## config.mk

```make
export PLATFORM = sky130hd
export DESIGN_NAME = base32_stream_codec_core
export DESIGN_NICKNAME = d
export VERILOG_FILES = /design/src/design/b32c_pkg.sv /design/src/design/base32_stream_codec_core.sv /design/src/design/b32c_front.sv /design/src/design/b32c_queue.sv /design/src/design/b32c_back.sv
export SDC_FILE = /design/constraint.sdc
export NUM_CORES = 1
export LEC_CHECK = 0
export BUFFER_PORTS_ARGS = -buffer_cell sky130_fd_sc_hd__buf_4
export CAP_MARGIN = 0
export CORE_MARGIN = 3
export CORE_UTILIZATION = 55
export DETAILED_ROUTE_END_ITERATION = 8
export GPL_ROUTABILITY_DRIVEN = 0
export PLACE_DENSITY = 0.82
export SYNTH_ARGS = -nofsm -noshare
export SYNTH_HDL_FRONTEND = slang
export SYNTH_SLANG_ARGS = --single-unit
```

## constraint.sdc

```tcl
create_clock -name clk_i -period 8.7 [get_ports clk_i]
set_input_delay 0.435 -clock clk_i [delete_from_list [all_inputs] [get_ports clk_i]]
set_output_delay 0.435 -clock clk_i [all_outputs]
set_load 0.01 [all_outputs]
```

## src/design/b32c_pkg.sv

```systemverilog
// ----------------------------------------------------------------------------
// b32c_pkg: shared types and constants of the base32 stream codec
// Holds the alphabet mapping, the record that passes from the front to the
// back part, and the queue status bundle.
// ----------------------------------------------------------------------------
package b32c_pkg;

  localparam int unsigned StoreW = 12;
  localparam int unsigned FillW  = 4;
  localparam int unsigned SymW   = 5;
  localparam int unsigned ByteW  = 8;
  localparam int unsigned MaxRes = 3;

  localparam logic [ByteW-1:0] ChA = 8'h41;
  localparam logic [ByteW-1:0] ChZ = 8'h5A;
  localparam logic [ByteW-1:0] Ch1 = 8'h31;
  localparam logic [ByteW-1:0] Ch6 = 8'h36;
  localparam logic [SymW-1:0]  NumLetters = 5'd26;

  localparam logic DirEncode = 1'b0;
  localparam logic DirDecode = 1'b1;

  typedef logic [1:0] cnt_t;

  // One accepted item's worth of results, one to three entries.
  typedef struct packed {
    cnt_t                         cnt;
    logic [MaxRes-1:0][ByteW-1:0] val;
    logic                         last;
    logic                         empty;
  } rec_t;

  typedef struct packed {
    logic full;
    logic empty;
  } q_stat_t;

  function automatic logic [ByteW-1:0] sym_char(input logic [SymW-1:0] idx);
    logic [ByteW-1:0] ch;
    if (idx < NumLetters) begin
      ch = ChA + {3'b000, idx};
    end else begin
      ch = Ch1 + {3'b000, idx - NumLetters};
    end
    return ch;
  endfunction

  // Returns {valid, code}; valid is low for values outside the alphabet.
  function automatic logic [SymW:0] sym_code(input logic [ByteW-1:0] ch);
    logic [ByteW-1:0] diff;
    logic [SymW:0]    res;
    res = '0;
    if (ch >= ChA && ch <= ChZ) begin
      diff = ch - ChA;
      res  = {1'b1, diff[SymW-1:0]};
    end else if (ch >= Ch1 && ch <= Ch6) begin
      diff = ch - Ch1;
      res  = {1'b1, diff[SymW-1:0] + NumLetters};
    end
    return res;
  endfunction

endpackage

```

## src/design/base32_stream_codec_core.sv

```systemverilog
// ----------------------------------------------------------------------------
// base32_stream_codec_core: streaming base32 encoder and decoder
// Alphabet A-Z then 1-6, no padding. Direction selects encode or decode.
//
// Usage: bytes or characters enter on the in_valid_i / in_ready_o channel,
// each transaction carrying in_value_i and in_last_i. Results leave on the
// out_valid_o / out_ready_i channel with out_value_o, out_last_o and
// out_empty_o. Writing cfg_we_i with cfg_wdata_i sets the direction and
// clears the bit buffer; write it only while the block is idle.
// The first result of an item passes through the record queue and then the output register.
// The output side moves one result per cycle while the receiver is ready
// and the queue holds a record. An item makes up to three results when
// encoding, about 1.6 on average, and at most one when decoding. The front
// part takes an item in every cycle while the record queue has room.
// Reset selects encode mode and empties the buffer, the queue and the
// output register. When the receiver stalls, the output register holds,
// the queue fills, and in_ready_o drops once the queue is full.
// ----------------------------------------------------------------------------
module base32_stream_codec_core import b32c_pkg::*; #(
  parameter int unsigned QueueDepth = 2
) (
  input  logic             clk_i,
  input  logic             rst_ni,
  input  logic             cfg_we_i,
  input  logic             cfg_wdata_i,
  input  logic             in_valid_i,
  output logic             in_ready_o,
  input  logic [ByteW-1:0] in_value_i,
  input  logic             in_last_i,
  output logic             out_valid_o,
  input  logic             out_ready_i,
  output logic [ByteW-1:0] out_value_o,
  output logic             out_last_o,
  output logic             out_empty_o
);

  localparam int unsigned CntW = $clog2(QueueDepth + 1);

  logic            push, pop;
  rec_t            push_rec, head;
  q_stat_t         q_stat;
  logic [CntW-1:0] q_count;
  logic [FillW-1:0] fill;

  b32c_front u_front (
    .clk_i      (clk_i),
    .rst_ni     (rst_ni),
    .cfg_we_i   (cfg_we_i),
    .cfg_wdata_i(cfg_wdata_i),
    .in_valid_i (in_valid_i),
    .in_ready_o (in_ready_o),
    .in_value_i (in_value_i),
    .in_last_i  (in_last_i),
    .q_stat_i   (q_stat),
    .push_o     (push),
    .rec_o      (push_rec),
    .fill_o     (fill)
  );

  b32c_queue #(
    .Depth(QueueDepth)
  ) u_queue (
    .clk_i     (clk_i),
    .rst_ni    (rst_ni),
    .push_i    (push),
    .push_rec_i(push_rec),
    .pop_i     (pop),
    .head_o    (head),
    .stat_o    (q_stat),
    .count_o   (q_count)
  );

  b32c_back u_back (
    .clk_i      (clk_i),
    .rst_ni     (rst_ni),
    .head_i     (head),
    .q_stat_i   (q_stat),
    .pop_o      (pop),
    .out_valid_o(out_valid_o),
    .out_ready_i(out_ready_i),
    .out_value_o(out_value_o),
    .out_last_o (out_last_o),
    .out_empty_o(out_empty_o)
  );

  a_marker_is_last: assert property (@(posedge clk_i) disable iff (!rst_ni)
    out_valid_o && out_empty_o |-> out_last_o && out_value_o == '0)
    else $error("End marker without last flag or with data.");

  a_queue_bound: assert property (@(posedge clk_i) disable iff (!rst_ni)
    q_count <= CntW'(QueueDepth))
    else $error("Record queue count exceeds its depth.");

  a_fill_bound: assert property (@(posedge clk_i) disable iff (!rst_ni)
    fill < 4'd8)
    else $error("Bit buffer holds a full byte after an item.");

  a_record_nonempty: assert property (@(posedge clk_i) disable iff (!rst_ni)
    push |-> push_rec.cnt != 2'd0)
    else $error("Record pushed with no results.");

endmodule

```

## src/design/b32c_front.sv

```systemverilog
// ----------------------------------------------------------------------------
// b32c_front: input side of the base32 stream codec
// Accepts items, updates the bit buffer and builds a result record for
// the queue for each item that makes results or carries the last flag.
// ----------------------------------------------------------------------------
module b32c_front import b32c_pkg::*; (
  input  logic             clk_i,
  input  logic             rst_ni,
  input  logic             cfg_we_i,
  input  logic             cfg_wdata_i,
  input  logic             in_valid_i,
  output logic             in_ready_o,
  input  logic [ByteW-1:0] in_value_i,
  input  logic             in_last_i,
  input  q_stat_t          q_stat_i,
  output logic             push_o,
  output rec_t             rec_o,
  output logic [FillW-1:0] fill_o
);

  logic              dir_q;
  logic [StoreW-1:0] store_q, store_d;
  logic [FillW-1:0]  fill_q, fill_d;

  logic [StoreW-1:0] es, ds;
  logic [FillW-1:0]  ef, ef2, df;
  logic [StoreW-1:0] sh0, sh1, shf, shd;
  logic [SymW:0]     code;
  logic              accept;
  cnt_t              n;
  rec_t              rec;

  assign in_ready_o = !q_stat_i.full;
  assign accept     = in_valid_i && in_ready_o;

  always_comb begin
    rec     = '0;
    n       = '0;
    store_d = store_q;
    fill_d  = fill_q;
    es      = {store_q[3:0], in_value_i};
    ef      = fill_q + 4'd8;
    sh0     = es >> (ef - 4'd5);
    sh1     = es >> (ef - 4'd10);
    ef2     = (ef >= 4'd10) ? ef - 4'd10 : ef - 4'd5;
    shf     = es << (4'd5 - ef2);
    code    = sym_code(in_value_i);
    ds      = {store_q[6:0], code[SymW-1:0]};
    df      = fill_q + 4'd5;
    shd     = ds >> (df - 4'd8);
    if (dir_q == DirEncode) begin
      rec.val[0] = sym_char(sh0[SymW-1:0]);
      n          = 2'd1;
      if (ef >= 4'd10) begin
        rec.val[1] = sym_char(sh1[SymW-1:0]);
        n          = 2'd2;
        if (in_last_i && ef2 != '0) begin
          rec.val[2] = sym_char(shf[SymW-1:0]);
          n          = 2'd3;
        end
      end else if (in_last_i && ef2 != '0) begin
        rec.val[1] = sym_char(shf[SymW-1:0]);
        n          = 2'd2;
      end
      store_d = es;
      fill_d  = ef2;
    end else if (code[SymW]) begin
      store_d = ds;
      fill_d  = df;
      if (df >= 4'd8) begin
        rec.val[0] = shd[ByteW-1:0];
        n          = 2'd1;
        fill_d     = df - 4'd8;
      end
    end
    if (in_last_i) begin
      if (n == 2'd0) begin
        rec.empty = 1'b1;
        n         = 2'd1;
      end
      rec.last = 1'b1;
      store_d  = '0;
      fill_d   = '0;
    end
    rec.cnt = n;
  end

  always_ff @(posedge clk_i or negedge rst_ni) begin
    if (!rst_ni) begin
      dir_q   <= DirEncode;
      store_q <= '0;
      fill_q  <= '0;
    end else if (cfg_we_i) begin
      dir_q   <= cfg_wdata_i;
      store_q <= '0;
      fill_q  <= '0;
    end else if (accept) begin
      store_q <= store_d;
      fill_q  <= fill_d;
    end
  end

  assign push_o = accept && (n != 2'd0);
  assign rec_o  = rec;
  assign fill_o = fill_q;

endmodule

```

## src/design/b32c_queue.sv

```systemverilog
// ----------------------------------------------------------------------------
// b32c_queue: record queue of the base32 stream codec
// A short first-in first-out buffer that decouples the front and back parts.
// ----------------------------------------------------------------------------
module b32c_queue import b32c_pkg::*; #(
  parameter int unsigned Depth = 2
) (
  input  logic                       clk_i,
  input  logic                       rst_ni,
  input  logic                       push_i,
  input  rec_t                       push_rec_i,
  input  logic                       pop_i,
  output rec_t                       head_o,
  output q_stat_t                    stat_o,
  output logic [$clog2(Depth+1)-1:0] count_o
);

  localparam int unsigned PtrW = (Depth > 1) ? $clog2(Depth) : 1;
  localparam int unsigned CntW = $clog2(Depth + 1);

  rec_t            mem_q [Depth];
  logic [PtrW-1:0] wr_q, wr_d, rd_q, rd_d;
  logic [CntW-1:0] cnt_q, cnt_d;
  logic            do_push, do_pop;

  assign do_pop  = pop_i && (cnt_q != '0);
  assign do_push = push_i && (cnt_q != CntW'(Depth));

  always_comb begin
    wr_d  = wr_q;
    rd_d  = rd_q;
    cnt_d = cnt_q;
    if (do_push) begin
      wr_d = (wr_q == PtrW'(Depth - 1)) ? '0 : wr_q + 1'b1;
    end
    if (do_pop) begin
      rd_d = (rd_q == PtrW'(Depth - 1)) ? '0 : rd_q + 1'b1;
    end
    if (do_push && !do_pop) begin
      cnt_d = cnt_q + 1'b1;
    end else if (do_pop && !do_push) begin
      cnt_d = cnt_q - 1'b1;
    end
  end

  always_ff @(posedge clk_i or negedge rst_ni) begin
    if (!rst_ni) begin
      wr_q  <= '0;
      rd_q  <= '0;
      cnt_q <= '0;
    end else begin
      wr_q  <= wr_d;
      rd_q  <= rd_d;
      cnt_q <= cnt_d;
    end
  end

  always_ff @(posedge clk_i) begin
    if (do_push) begin
      mem_q[wr_q] <= push_rec_i;
    end
  end

  assign head_o       = mem_q[rd_q];
  assign stat_o.full  = (cnt_q == CntW'(Depth));
  assign stat_o.empty = (cnt_q == '0);
  assign count_o      = cnt_q;

endmodule

```

## src/design/b32c_back.sv

```systemverilog
// ----------------------------------------------------------------------------
// b32c_back: output side of the base32 stream codec
// Walks the head record one result at a time into the output register.
// ----------------------------------------------------------------------------
module b32c_back import b32c_pkg::*; (
  input  logic             clk_i,
  input  logic             rst_ni,
  input  rec_t             head_i,
  input  q_stat_t          q_stat_i,
  output logic             pop_o,
  output logic             out_valid_o,
  input  logic             out_ready_i,
  output logic [ByteW-1:0] out_value_o,
  output logic             out_last_o,
  output logic             out_empty_o
);

  logic             valid_q;
  logic [ByteW-1:0] value_q;
  logic             last_q, empty_q;
  cnt_t             idx_q, idx_d;
  logic             load, fin;
  logic [ByteW-1:0] sel;

  assign load = (!valid_q || out_ready_i) && !q_stat_i.empty;
  assign fin  = (idx_q == head_i.cnt - 2'd1);

  always_comb begin
    case (idx_q)
      2'd0:    sel = head_i.val[0];
      2'd1:    sel = head_i.val[1];
      2'd2:    sel = head_i.val[2];
      default: sel = '0;
    endcase
    idx_d = idx_q;
    if (load) begin
      idx_d = fin ? '0 : idx_q + 2'd1;
    end
  end

  always_ff @(posedge clk_i or negedge rst_ni) begin
    if (!rst_ni) begin
      valid_q <= 1'b0;
      idx_q   <= '0;
    end else begin
      idx_q <= idx_d;
      if (load) begin
        valid_q <= 1'b1;
      end else if (out_ready_i) begin
        valid_q <= 1'b0;
      end
    end
  end

  always_ff @(posedge clk_i) begin
    if (load) begin
      value_q <= sel;
      last_q  <= head_i.last && fin;
      empty_q <= head_i.empty;
    end
  end

  assign pop_o       = load && fin;
  assign out_valid_o = valid_q;
  assign out_value_o = value_q;
  assign out_last_o  = last_q;
  assign out_empty_o = empty_q;

endmodule

```

==> metrics <==
# placed instances=~730; EDFF count, synth=62; CP max stage delay=0.47 ns; Clock Sinks=~80; I/O pin cnt=27; Synthesis Warnings=0; NumNets Final=about 650; initial core utilization=a little under three fifths; # rows=38; H-tree depth=3; die area=roughly 13000 um2; Clock Latency Late Sink=approximately 0.36 ns; Hold Slack=~0.28 ns; Syn Nets=650; mean post-synth cell area=about 10 um2; f_max=approximately 170 MHz; remaining antenna violation count after routing=0; Layout area overhead=7.46%; Critical R2R Capture=u_queue.mem_q[1][11]; clk slew on worst S/H paths=0.08 ns; n_diodes=0; DRT Pass-1 Iters=9; setup_tns=0 ns; crit path capture=u_queue.mem_q[1][11]; min Tclk post-route=5.91 ns; layout cells sized above 1=between 15 and 20%; Synth Flop Type=edfxtp_1; Tot GR Track Use=between 20% and 30%; failing checks=DRC; Sequential Area=~2300 um2; Slew headroom=roughly 22%; final wirelength=between 10000 and 15000 um; final setup fails=0; beginning of the critical path=u_front.fill_o[0]; maximum vdd ir drop=~0.00019 V; FF-to-FF Start=u_front.fill_o[0]; drt drc=9; leakage=roughly 2.4 nW; cell count after synthesis=between 600 and 700; r2r setup slk=between 2 and 3 ns; Critical Path AT=~6.1 ns; maximum fanout along the worst path=47; first-pass GRT wire length=24600 um; Slew Limit Fails=0; CTS tree=done; dpl hpwl=about 11000 um; Mapped Area=approximately 6200 um2; GRT overflow=0; worst slew pin tran=1.17 ns; IO buf count=26; Non-Filler Instances=around 750; Clock Skews=roughly 0.0093 ns; area of the multi-input gates=3540 um2; # Max-Cap Violations=0; period utilisation layout=about two thirds; DR WL/cell=~20 um; ys async rst share=a little under a quarter; worst min-delay path class=in2reg; FF+latch count, synth=~80; fin util=around three fifths; total CTS buffers=9; initial antenna violation count=0; share of the synthesized area in the top cell type=30.2%; Yosys cell types=between 80 and 90; synth top area cells=edfxtp_1, dfrtp_1, ha_1; Crit. End Element=register; Worst R2R Path Depth=19; most common cell in the synthesized netlist=edfxtp_1; vias per cell=6.68; Vias=about 5000; critical path class=reg2reg; Cells on Worst Hold Path=3; worst-path cell chain=buf_4 > inv_1 > ha_1 > nor3_2 > nor2_1 > inv_1 > nand2_1 > nand2_1 > ha_1 > or4b_1 > a21oi_2 > nor4_4 > a311oi_2 > inv_1 > ha_1 > nor4_4 > a31oi_1 > or4b_1 > a21oi_1; Final Total Pwr=roughly 2.2 mW; Synth top cells by count=edfxtp_1, nor2_1, nand2_1; Initial DRC Count=between 600 and 700; unrepaired setup endpoints after global routing=no; top cell type by total area after synthesis=edfxtp_1; Hold Fails Final Rpt=0; outcome=finished with violations; largest net degree at the start of global routing=48; Core Area=10900 um2; CTS Buffer Depth=2; CTS root buffer=clkbuf_8; CP max stage cell=or4b_1; Layout fillers=roughly 900; CP required=8.88 ns; number of global-route vias before repair=~4700; Die Y-Extent=112 um; Worst setup SP type=register; Pwr Density=between 300 and 400 nW/um2; die width=between 100 and 150 um; register area share after synthesis=a little under two fifths
==> sequential cells by signal, summed over array words and instances, names as in the netlist, 2 cells and up <==
name and count:
u_back.out_value_o 8, u_queue.mem_q 52, u_queue.count_o 2, u_front.fill_o 4, u_back.idx_q 2, u_front.store_q 7
==> stage by stage <==
step | setup slack (ns) | area, um2
2_1_floorplan | 3.65 | 6170
3_3_place_gp | 3.15 | 6400
3_5_place_dp | 2.85 | 6400
4_1_cts | 2.82 | 6630
5_1_grt | 2.29 | 6630
6_report | 2.79 | 6630
==> worst min path at each step <==
stage / start / end / slack, ns
2_1_floorplan: rst_ni / u_back.idx_q[0] / 0.14
3_3_place_gp: rst_ni / u_queue.rd_q / 0.33
5_1_grt: cfg_wdata_i / u_front.dir_q / 0.29
6_report: cfg_wdata_i / u_front.dir_q / 0.28
3_5_place_dp: rst_ni / u_back.idx_q[0] / 0.33
4_1_cts: cfg_wdata_i / u_front.dir_q / 0.26
==> per-layer routing <==
| metal | up-vias | GRT usage, % | wire length [um] |
|---|---|---|---|
| met2 | 235 | 39.8 | 7270 |
| met4 | 0 | 10.7 | 499 |
| met3 | 34 | 3.97 | 1120 |
| li1 | 2313 | - | - |
| met5 | - | 0 | 0 |
| met1 | 2425 | 32.1 | 6110 |
==> power by group <==
| group | switching (mW) | internal, mW | leakage [nW] | total [mW] |
|---|---|---|---|---|
| registers | 0.0774 | 0.574 | 0.831 | 0.652 |
| clock network | 0.138 | 0.164 | 0.106 | 0.302 |
| logic | 0.758 | 0.501 | 1.49 | 1.26 |
==> layout by cell type (no fill, tap or decap), types with 10 or more instances in the layout <==
| cell | instances |
|---|---|
| inv_1 | 28 |
| nor2b_1 | 10 |
| edfxtp_1 | 62 |
| o21ai_0 | 22 |
| nand2_1 | 40 |
| mux2i_1 | 21 |
| a222oi_1 | 14 |
| mux4_2 | 14 |
| xnor2_1 | 12 |
| buf_4 | 31 |
| nor2_1 | 53 |
| mux2_2 | 10 |
| dfrtp_1 | 18 |
| nand3_1 | 15 |
| nor3_1 | 14 |
| a21oi_1 | 27 |
| a211oi_1 | 11 |
| ha_1 | 33 |
==> critical path: cells and delay by family (launching register included) <==
kind | cells | cell delay (ns)
and+or+nand+nor | 8 | 2.37
buffers and inverters | 4 | 1.13
adders and majority gates | 3 | 0.96
AOI/OAI and AO/OA | 4 | 0.93
DFF | 1 | 0.35
==> cell families (layout without fill, tap and decap cells) <==
group           count (synthesis)  count (layout)  synth area share (%)
buf+inv                        70              77                  4.78
compound gates                156             156                  19.7
fa+ha+maj                      33              33                  6.69
simple gates                  194             194                  16.8
mux                            47              47                  11.2
flops                          81              81                  37.9
xor+xnor                       21              21                  2.98
==> what timing repair did <==
action	CTS	global route
gates resized for setup	0	0
hold buffers	1	0
endpoints found under the hold margin	19	0
endpoints found under the setup margin	0	0
setup buffers	0	0
==> layout make-up <==
type                    count  area share, %
multi-input cells         451           53.4
repair buffers             32           3.66
clock inverters             7           1.53
well taps                 140           2.64
clock buffers               9           1.87
inverters                  29           1.64
flip-flops and latches     81           35.3
Power figures use the tool's default switching activity.
